--- src/design/cfb_pkg.sv ---
// ----------------------------------------------------------------------------
// cfb_pkg: shared types and constants for the CRC-32 frame builder
// Holds the register codes, the queue entry, the back-end step codes and the
// reflected CRC-32 byte update.
// ----------------------------------------------------------------------------
`default_nettype none

package cfb_pkg;

	localparam logic [31:0] CRC_INIT = 32'hFFFF_FFFF;
	localparam logic [31:0] CRC_POLY = 32'hEDB8_8320;

	localparam int REG_IDX_W = 2;
	localparam int BYTE_W    = 8;

	localparam logic [REG_IDX_W-1:0] REG_START_FIRST  = 2'd0;
	localparam logic [REG_IDX_W-1:0] REG_START_SECOND = 2'd1;
	localparam logic [REG_IDX_W-1:0] REG_END_BYTE     = 2'd2;

	localparam logic [BYTE_W-1:0] START_FIRST_RST  = 8'hAA;
	localparam logic [BYTE_W-1:0] START_SECOND_RST = 8'h55;
	localparam logic [BYTE_W-1:0] END_BYTE_RST     = 8'hFF;

	typedef struct packed {
		logic [BYTE_W-1:0] start_first;
		logic [BYTE_W-1:0] start_second;
		logic [BYTE_W-1:0] end_byte;
	} cfg_t;

	// One classified payload byte waiting for the back end
	typedef struct packed {
		logic [BYTE_W-1:0] data;
		logic              first;
		logic              last;
	} entry_t;

	// Head-of-queue handshake between front and back
	typedef struct packed {
		entry_t entry;
		logic   valid;
	} head_t;

	typedef enum logic [3:0] {
		PH_HEAD,
		PH_START1,
		PH_START2,
		PH_DATA,
		PH_END,
		PH_CRC3,
		PH_CRC2,
		PH_CRC1,
		PH_CRC0
	} phase_t;

	function automatic logic [31:0] crc_byte(input logic [31:0] crc,
		input logic [BYTE_W-1:0] data);
		logic [31:0] c;
		c = crc ^ {24'd0, data};
		for (int i = 0; i < 8; i++) begin
			c = c[0] ? ((c >> 1) ^ CRC_POLY) : (c >> 1);
		end
		return c;
	endfunction

endpackage

`default_nettype wire

--- src/design/cfb_front.sv ---
// ----------------------------------------------------------------------------
// cfb_front: input side of the frame builder
// Accepts payload bytes, marks the first byte of each frame and holds the
// classified bytes in a short queue for the back end.
// ----------------------------------------------------------------------------
`default_nettype none

module cfb_front #(
	parameter int DEPTH = 4
) (
	input  wire logic                    clk,
	input  wire logic                    arst_n,
	input  wire logic                    push,
	output logic                         full,
	input  wire logic [cfb_pkg::BYTE_W-1:0] payload_byte,
	input  wire logic                    last_byte,
	output cfb_pkg::head_t               head,
	input  wire logic                    deq
);

	localparam int PTR_W = $clog2(DEPTH);
	localparam int CNT_W = $clog2(DEPTH + 1);

	cfb_pkg::entry_t  mem_q [DEPTH];
	logic [PTR_W-1:0] wr_ptr_q;
	logic [PTR_W-1:0] rd_ptr_q;
	logic [CNT_W-1:0] count_q;
	logic             in_frame_q;
	logic             push_acc;
	cfb_pkg::entry_t  new_entry;

	assign full     = (count_q == CNT_W'(DEPTH));
	assign push_acc = push && !full;

	always_comb begin
		new_entry.data  = payload_byte;
		new_entry.first = !in_frame_q;
		new_entry.last  = last_byte;
	end

	assign head.entry = mem_q[rd_ptr_q];
	assign head.valid = (count_q != '0);

	always_ff @(posedge clk) begin
		if (push_acc) begin
			mem_q[wr_ptr_q] <= new_entry;
		end
	end

	always_ff @(posedge clk or negedge arst_n) begin
		if (!arst_n) begin
			wr_ptr_q   <= '0;
			rd_ptr_q   <= '0;
			count_q    <= '0;
			in_frame_q <= 1'b0;
		end else begin
			if (push_acc) begin
				// a last byte closes the frame; the next byte opens a new one
				in_frame_q <= !last_byte;
				wr_ptr_q   <= (wr_ptr_q == PTR_W'(DEPTH - 1)) ? '0 : wr_ptr_q + PTR_W'(1);
			end
			if (deq) begin
				rd_ptr_q <= (rd_ptr_q == PTR_W'(DEPTH - 1)) ? '0 : rd_ptr_q + PTR_W'(1);
			end
			if (push_acc && !deq) begin
				count_q <= count_q + CNT_W'(1);
			end else if (deq && !push_acc) begin
				count_q <= count_q - CNT_W'(1);
			end
		end
	end

	a_count_bound: assert property (@(posedge clk) disable iff (!arst_n)
		count_q <= CNT_W'(DEPTH))
		else $error("queue count beyond depth");

	a_push_grows: assert property (@(posedge clk) disable iff (!arst_n)
		(push_acc && !deq) |=> count_q == $past(count_q) + CNT_W'(1))
		else $error("accepted transaction not counted");

	a_deq_nonempty: assert property (@(posedge clk) disable iff (!arst_n)
		deq |-> head.valid)
		else $error("dequeue from empty queue");

endmodule

`default_nettype wire

--- src/design/cfb_back.sv ---
// ----------------------------------------------------------------------------
// cfb_back: output side of the frame builder
// Steps through start bytes, payload, end byte and CRC for the head entry,
// keeps the running CRC and drives the output register.
// ----------------------------------------------------------------------------
`default_nettype none

module cfb_back (
	input  wire logic                       clk,
	input  wire logic                       arst_n,
	input  wire cfb_pkg::cfg_t              cfg,
	input  wire cfb_pkg::head_t             head,
	output logic                            deq,
	output logic                            empty,
	input  wire logic                       pop,
	output logic [cfb_pkg::BYTE_W-1:0]      frame_byte,
	output logic                            frame_end
);

	cfb_pkg::phase_t             phase_q;
	cfb_pkg::phase_t             cur_phase;
	cfb_pkg::phase_t             next_phase;
	logic [31:0]                 crc_q;
	logic [31:0]                 crc_out;
	logic                        out_valid_q;
	logic [cfb_pkg::BYTE_W-1:0]  out_byte_q;
	logic                        out_end_q;
	logic                        out_ready;
	logic                        advance;
	logic [cfb_pkg::BYTE_W-1:0]  emit_byte;
	logic                        emit_end;
	logic                        emit_crc_tracked;

	assign out_ready = !out_valid_q || pop;
	assign advance   = head.valid && out_ready;
	assign crc_out   = crc_q ^ cfb_pkg::CRC_INIT;

	// At the head of a fresh entry, open with the start bytes only on a first byte
	always_comb begin
		if (phase_q == cfb_pkg::PH_HEAD) begin
			cur_phase = head.entry.first ? cfb_pkg::PH_START1 : cfb_pkg::PH_DATA;
		end else begin
			cur_phase = phase_q;
		end
	end

	always_comb begin
		case (cur_phase)
			cfb_pkg::PH_START1: next_phase = cfb_pkg::PH_START2;
			cfb_pkg::PH_START2: next_phase = cfb_pkg::PH_DATA;
			cfb_pkg::PH_DATA:
				next_phase = head.entry.last ? cfb_pkg::PH_END : cfb_pkg::PH_HEAD;
			cfb_pkg::PH_END:    next_phase = cfb_pkg::PH_CRC3;
			cfb_pkg::PH_CRC3:   next_phase = cfb_pkg::PH_CRC2;
			cfb_pkg::PH_CRC2:   next_phase = cfb_pkg::PH_CRC1;
			cfb_pkg::PH_CRC1:   next_phase = cfb_pkg::PH_CRC0;
			default:            next_phase = cfb_pkg::PH_HEAD;
		endcase
	end

	always_comb begin
		emit_byte        = head.entry.data;
		emit_end         = 1'b0;
		emit_crc_tracked = 1'b0;
		case (cur_phase)
			cfb_pkg::PH_START1: begin
				emit_byte        = cfg.start_first;
				emit_crc_tracked = 1'b1;
			end
			cfb_pkg::PH_START2: begin
				emit_byte        = cfg.start_second;
				emit_crc_tracked = 1'b1;
			end
			cfb_pkg::PH_DATA: begin
				emit_byte        = head.entry.data;
				emit_crc_tracked = 1'b1;
			end
			cfb_pkg::PH_END: begin
				emit_byte        = cfg.end_byte;
				emit_crc_tracked = 1'b1;
			end
			cfb_pkg::PH_CRC3: emit_byte = crc_out[31:24];
			cfb_pkg::PH_CRC2: emit_byte = crc_out[23:16];
			cfb_pkg::PH_CRC1: emit_byte = crc_out[15:8];
			cfb_pkg::PH_CRC0: begin
				emit_byte = crc_out[7:0];
				emit_end  = 1'b1;
			end
			default: emit_byte = head.entry.data;
		endcase
	end

	// Release the entry once its final byte is handed to the output register
	assign deq = advance && ((cur_phase == cfb_pkg::PH_DATA && !head.entry.last)
		|| cur_phase == cfb_pkg::PH_CRC0);

	always_ff @(posedge clk or negedge arst_n) begin
		if (!arst_n) begin
			phase_q     <= cfb_pkg::PH_HEAD;
			crc_q       <= cfb_pkg::CRC_INIT;
			out_valid_q <= 1'b0;
		end else begin
			if (advance) begin
				phase_q <= next_phase;
				if (emit_crc_tracked) begin
					crc_q <= cfb_pkg::crc_byte(crc_q, emit_byte);
				end else if (cur_phase == cfb_pkg::PH_CRC0) begin
					crc_q <= cfb_pkg::CRC_INIT;
				end
			end
			if (out_ready) begin
				out_valid_q <= head.valid;
			end
		end
	end

	always_ff @(posedge clk) begin
		if (advance) begin
			out_byte_q <= emit_byte;
			out_end_q  <= emit_end;
		end
	end

	assign empty      = !out_valid_q;
	assign frame_byte = out_byte_q;
	assign frame_end  = out_end_q;

	a_end_marks_crc0: assert property (@(posedge clk) disable iff (!arst_n)
		(advance && cur_phase == cfb_pkg::PH_CRC0) |=> (out_valid_q && out_end_q))
		else $error("final CRC byte lost its end flag");

	a_crc_rearm: assert property (@(posedge clk) disable iff (!arst_n)
		(advance && cur_phase == cfb_pkg::PH_CRC0) |=> crc_q == cfb_pkg::CRC_INIT)
		else $error("CRC not rearmed after frame");

	a_crc_hold: assert property (@(posedge clk) disable iff (!arst_n)
		!advance |=> $stable(crc_q) && $stable(phase_q))
		else $error("sequencer moved without a transaction");

endmodule

`default_nettype wire

--- src/design/crc32_frame_builder_top.sv ---
// ----------------------------------------------------------------------------
// crc32_frame_builder_top: CRC-32 message frame builder
// Wraps payload bytes with two start bytes, an end byte and a reflected
// CRC-32 sent most significant byte first.
// ----------------------------------------------------------------------------
//  channel   ports                                 handshake
//  input     payload_byte[7:0], last_byte          push / full
//  result    frame_byte[7:0], frame_end            empty / pop
//  config    cfg_index[1:0], cfg_data[7:0]         cfg_we
//
//  One output byte per cycle while the queue holds bytes and pop keeps the
//  output register free; a first payload byte also brings the two start bytes
//  and a last byte the end byte and four CRC bytes, set by the single byte-wide CRC update in the back-end sequencer.
//  When the queue and the output register are empty, an accepted byte is written
//  into the queue and from there into the output register before it is on the ports.
//  Reset leaves the start bytes at 0xAA, 0x55, the end byte at 0xFF and the
//  CRC at all ones; the queue holds QUEUE_DEPTH bytes so input is taken while
//  the back end inserts framing bytes or the output is stalled.
// ----------------------------------------------------------------------------
`default_nettype none

module crc32_frame_builder_top #(
	parameter int QUEUE_DEPTH = 4
) (
	input  wire logic                             clk,
	input  wire logic                             arst_n,
	input  wire logic                             push,
	output logic                                  full,
	input  wire logic [cfb_pkg::BYTE_W-1:0]       payload_byte,
	input  wire logic                             last_byte,
	output logic                                  empty,
	input  wire logic                             pop,
	output logic [cfb_pkg::BYTE_W-1:0]            frame_byte,
	output logic                                  frame_end,
	input  wire logic                             cfg_we,
	input  wire logic [cfb_pkg::REG_IDX_W-1:0]    cfg_index,
	input  wire logic [cfb_pkg::BYTE_W-1:0]       cfg_data
);

	cfb_pkg::cfg_t  cfg_q;
	cfb_pkg::head_t head;
	logic           deq;

	// Drop writes to indexes past the register list
	always_ff @(posedge clk or negedge arst_n) begin
		if (!arst_n) begin
			cfg_q.start_first  <= cfb_pkg::START_FIRST_RST;
			cfg_q.start_second <= cfb_pkg::START_SECOND_RST;
			cfg_q.end_byte     <= cfb_pkg::END_BYTE_RST;
		end else if (cfg_we) begin
			case (cfg_index)
				cfb_pkg::REG_START_FIRST:  cfg_q.start_first  <= cfg_data;
				cfb_pkg::REG_START_SECOND: cfg_q.start_second <= cfg_data;
				cfb_pkg::REG_END_BYTE:     cfg_q.end_byte     <= cfg_data;
				default: ;
			endcase
		end
	end

	cfb_front #(
		.DEPTH(QUEUE_DEPTH)
	) u_front (
		.clk          (clk),
		.arst_n       (arst_n),
		.push         (push),
		.full         (full),
		.payload_byte (payload_byte),
		.last_byte    (last_byte),
		.head         (head),
		.deq          (deq)
	);

	cfb_back u_back (
		.clk        (clk),
		.arst_n     (arst_n),
		.cfg        (cfg_q),
		.head       (head),
		.deq        (deq),
		.empty      (empty),
		.pop        (pop),
		.frame_byte (frame_byte),
		.frame_end  (frame_end)
	);

endmodule

`default_nettype wire

--- config.mk ---
export PLATFORM = sky130hd
export DESIGN_NAME = crc32_frame_builder_top
export DESIGN_NICKNAME = d
export VERILOG_FILES = /design/src/design/cfb_pkg.sv /design/src/design/cfb_front.sv /design/src/design/cfb_back.sv /design/src/design/crc32_frame_builder_top.sv
export SDC_FILE = /design/constraint.sdc
export NUM_CORES = 1
export LEC_CHECK = 0
export BUFFER_PORTS_ARGS = -buffer_cell sky130_fd_sc_hd__clkbuf_2
export CAP_MARGIN = 20
export CORE_MARGIN = 1
export CORE_UTILIZATION = 60
export CTS_CLUSTER_SIZE = 25
export DETAILED_ROUTE_END_ITERATION = 7
export MAX_ROUTING_LAYER = met4
export PLACE_DENSITY = 0.9
export SKIP_LAST_GASP = 1
export SYNTH_ARGS = -nofsm -noshare
export SYNTH_HDL_FRONTEND = slang
export SYNTH_SLANG_ARGS = --single-unit
export TNS_END_PERCENT = 50
--- constraint.sdc ---
create_clock -name clk -period 4.4 [get_ports clk]
set_input_delay 0.88 -clock clk [delete_from_list [all_inputs] [get_ports clk]]
set_output_delay 0.88 -clock clk [all_outputs]
set_load 0.01 [all_outputs]
==> run summary <==
actual slew at the worst max-slew pin -> 0.929 ns
number of register bits inferred by synthesis -> 118
highest achievable clock rate -> 276 MHz
width of the die -> 102 um
Port-buffer cells -> 34
via density per instance -> 5.98
slowest CP cell -> sky130_fd_sc_hd__dfrtp_1
count of standard-cell rows -> 35
primary flip-flop cell chosen by synthesis mapping -> sky130_fd_sc_hd__edfxtp_1
die height -> 102 um
number of buffers inserted by hold repair at cts -> 0
startpoint types -> register
count of routing violations after the opening detailed-route iteration -> 379
vias -> 3753
worst stage delay on the critical path -> 0.79 ns
Resized Gates After CTS -> 0
layout overhead on the synthesized area -> 14.2%
Clock Sinks -> 118
Hold Path Class -> in -> async
most frequent cells in the layout -> sky130_fd_sc_hd__edfxtp_1, sky130_fd_sc_hd__dfstp_2, sky130_fd_sc_hd__nor2_1, sky130_fd_sc_hd__a21oi_1, sky130_fd_sc_hd__xnor2_1
core area -> 9420 um2
net count of the finished layout -> 517
Top delay family on crit path -> XOR/XNOR gates
Max Cap Violations -> 0
top-level I/O count -> 35
final setup violation count -> 0
die footprint -> 10300 um2
total nets after synthesis -> 478
hpwl dp -> 8830 um
Ant. Diodes -> 0
fraction of registers with async set/reset -> 58.5%
ANT nets after route -> 0
Clk Latency, worst-skew pair -> 0.53 ns
clock-pin transition on the worst setup and hold timing paths -> 0.06 ns
worst hold slack -> 0.438 ns
fraction of final layout cells sized beyond drive strength 1 -> 38.7%
number of instances in the synthesized netlist -> 447
utilization after layout -> 72.2%
clock tree buffer depth -> 2
CTS tree -> done
sequential-to-total area share from yosys stat -> 54.7%
mean instance size in the synthesized netlist -> 13.3 um2
Sum Neg Setup Slack -> 0 ns
final worst-path cycle share -> 82.4%
Starting Density -> 63.3%
H-tree depth -> 4
buffer count from post-CTS setup fixing -> 0
number of enable flip-flop cells after synthesis -> 49
Critical Path RT -> 4.85 ns
critical path cell sequence -> mux4_2 -> or4_4 -> o21ai_4 -> a221o_1 -> xor2_4 -> xnor2_4 -> xor2_1 -> xnor2_1 -> a21oi_1
worst clock skew -> 0.00729 ns
post-detailed-routing wire length -> 12600 um
initial antenna violation count -> 0
RSZ-0062 raised after global routing -> false
Critical Path Fanout Max -> 13
count of cell types in the netlist -> 47
pin count of the biggest net entering global routing -> 37
number of iterations in the first detailed-routing pass -> 5
Min Clock Period, post-route -> 3.62 ns
overall fraction of global-route tracks in use -> 28.7%
worst setup path category -> reg -> reg
number of filler cells placed in the layout -> 602
most frequent standard cell in the layout excluding fill and tap cells -> sky130_fd_sc_hd__edfxtp_1
number of pins with negative max-slew slack in the final report -> 0
Cell Count Post-Placement -> 596
last weighted congestion value of the routability-driven placer -> 0.873
via count of the first global-routing pass -> 3973
global route overflow -> 0
Crit. End Element -> register
Fin. Hold Viols -> 0
Worst slew margin -> 38.1%
buffer cell driving the clock tree root -> sky130_fd_sc_hd__clkbuf_8
global-route wire length before repair -> 20600 um
Remaining DRCs -> 0
routed wire length per instance -> 20.0 um
result of the run -> complete, no violations
number of warnings reported in the yosys synthesis log -> 0
post-synthesis instance area -> 5960 um2
number of buffers added by the clock tree synthesis step -> 17
count of non-filler cells in the finished layout -> 628
Data arrival, critical path -> 4.08 ns
number of buffers and inverters on the critical path -> 0
synth_stat cells (all sizes together) (2+ instances only):
cell type	number	area, um2
dfrtp	21	526
edfxtp	49	1470
a221oi	2	30.0
ha	6	75.1
buf	4	17.5
and2	4	25.0
nor3	3	15.0
a21oi	40	200
mux4	10	225
a2bb2oi	8	70.1
nor3b	3	22.5
xnor2	47	498
nand3b	2	15.0
nor2b	13	81.3
o21ai	17	96.4
mux2i	4	65.1
mux2	33	372
dfstp	48	1260
inv	11	41.3
a211oi	3	22.5
nor2	43	161
clkbuf	15	56.3
o221ai	6	52.6
nand2b	2	12.5
o22ai	2	12.5
xor2	24	323
nand2	9	33.8
a221o	6	66.3
worst register-to-register path, delay by kind of cell (launching register included):
| family | cells | cell delay [ns] |
|---|---|---|
| xor+xnor | 4 | 0.88 |
| simple gates | 1 | 0.52 |
| compound gates | 3 | 0.69 |
| flops | 1 | 0.79 |
| mux | 1 | 0.66 |
registers in the layout, summed over array words and instances (netlist names), 2 cells and up:
register / flops
u_front.count_q: 3
cfg_q: 24
u_front.mem_q: 40
u_back.frame_byte: 8
u_front.rd_ptr_q: 2
u_back.crc_q: 32
u_front.wr_ptr_q: 2
u_back.phase_q: 4
logic make-up (layout without fill, tap and decap cells):
kind of cell / count (synthesis) / after routing / share of synthesized area (%)
fa+ha+maj: 7 / 7 / 1.60
compound gates: 89 / 89 / 9.92
xor+xnor: 71 / 71 / 13.8
flops: 118 / 118 / 54.7
buf+inv: 30 / 82 / 1.93
mux: 47 / 47 / 11.1
simple gates: 85 / 85 / 6.95
path summary, 6_finish.rpt:
check | slack, ns | from | cells past startpoint | to
setup / recovery | 0.78 | u_front.rd_ptr_q[0] | 9 | u_back.crc_q[26]
hold / removal | 0.44 | arst_n | 1 | u_back.out_valid_q
setup reg to reg | 0.78 | u_front.rd_ptr_q[0] | 9 | u_back.crc_q[26]
hold reg to reg | 0.50 | u_front.in_frame_q | 2 | u_front.in_frame_q
max in group asynchronous | 3.00 | arst_n | 2 | u_back.crc_q[11]
min in group clk | 0.50 | u_front.in_frame_q | 2 | u_front.in_frame_q
metal layers:
metal | routed length (um) | vias up | GRT usage (%)
met2 | 6370 | 162 | 45.9
met4 | 323 | 0 | 14.0
met3 | 768 | 37 | 6.56
met1 | 5090 | 1856 | 34.5
li1 | - | 1698 | -
met5 | 0 | - | -
stage by stage:
stage / setup slack [ns] / area, um2
floorplan: 1.32 / 5960
global route: 0.539 / 6800
global placement: 0.823 / 6250
detailed placement: 0.744 / 6260
CTS: 0.724 / 6800
finish: 0.776 / 6800
area by class of cell:
cell class | instances | area, um2 | area share, %
Clock buffer | 19 | 442 | 6.50
Clock inverter | 13 | 101 | 1.49
Inverter | 11 | 41.3 | 0.607
Multi-Input combinational cell | 299 | 2590 | 38.1
Sequential cell | 118 | 3260 | 47.9
Tap cell | 129 | 161 | 2.37
Timing Repair Buffer | 39 | 205 | 3.02
Power is not shown: default switching activity piles up to over one toggle a cycle in this logic, so the estimate is an artifact.
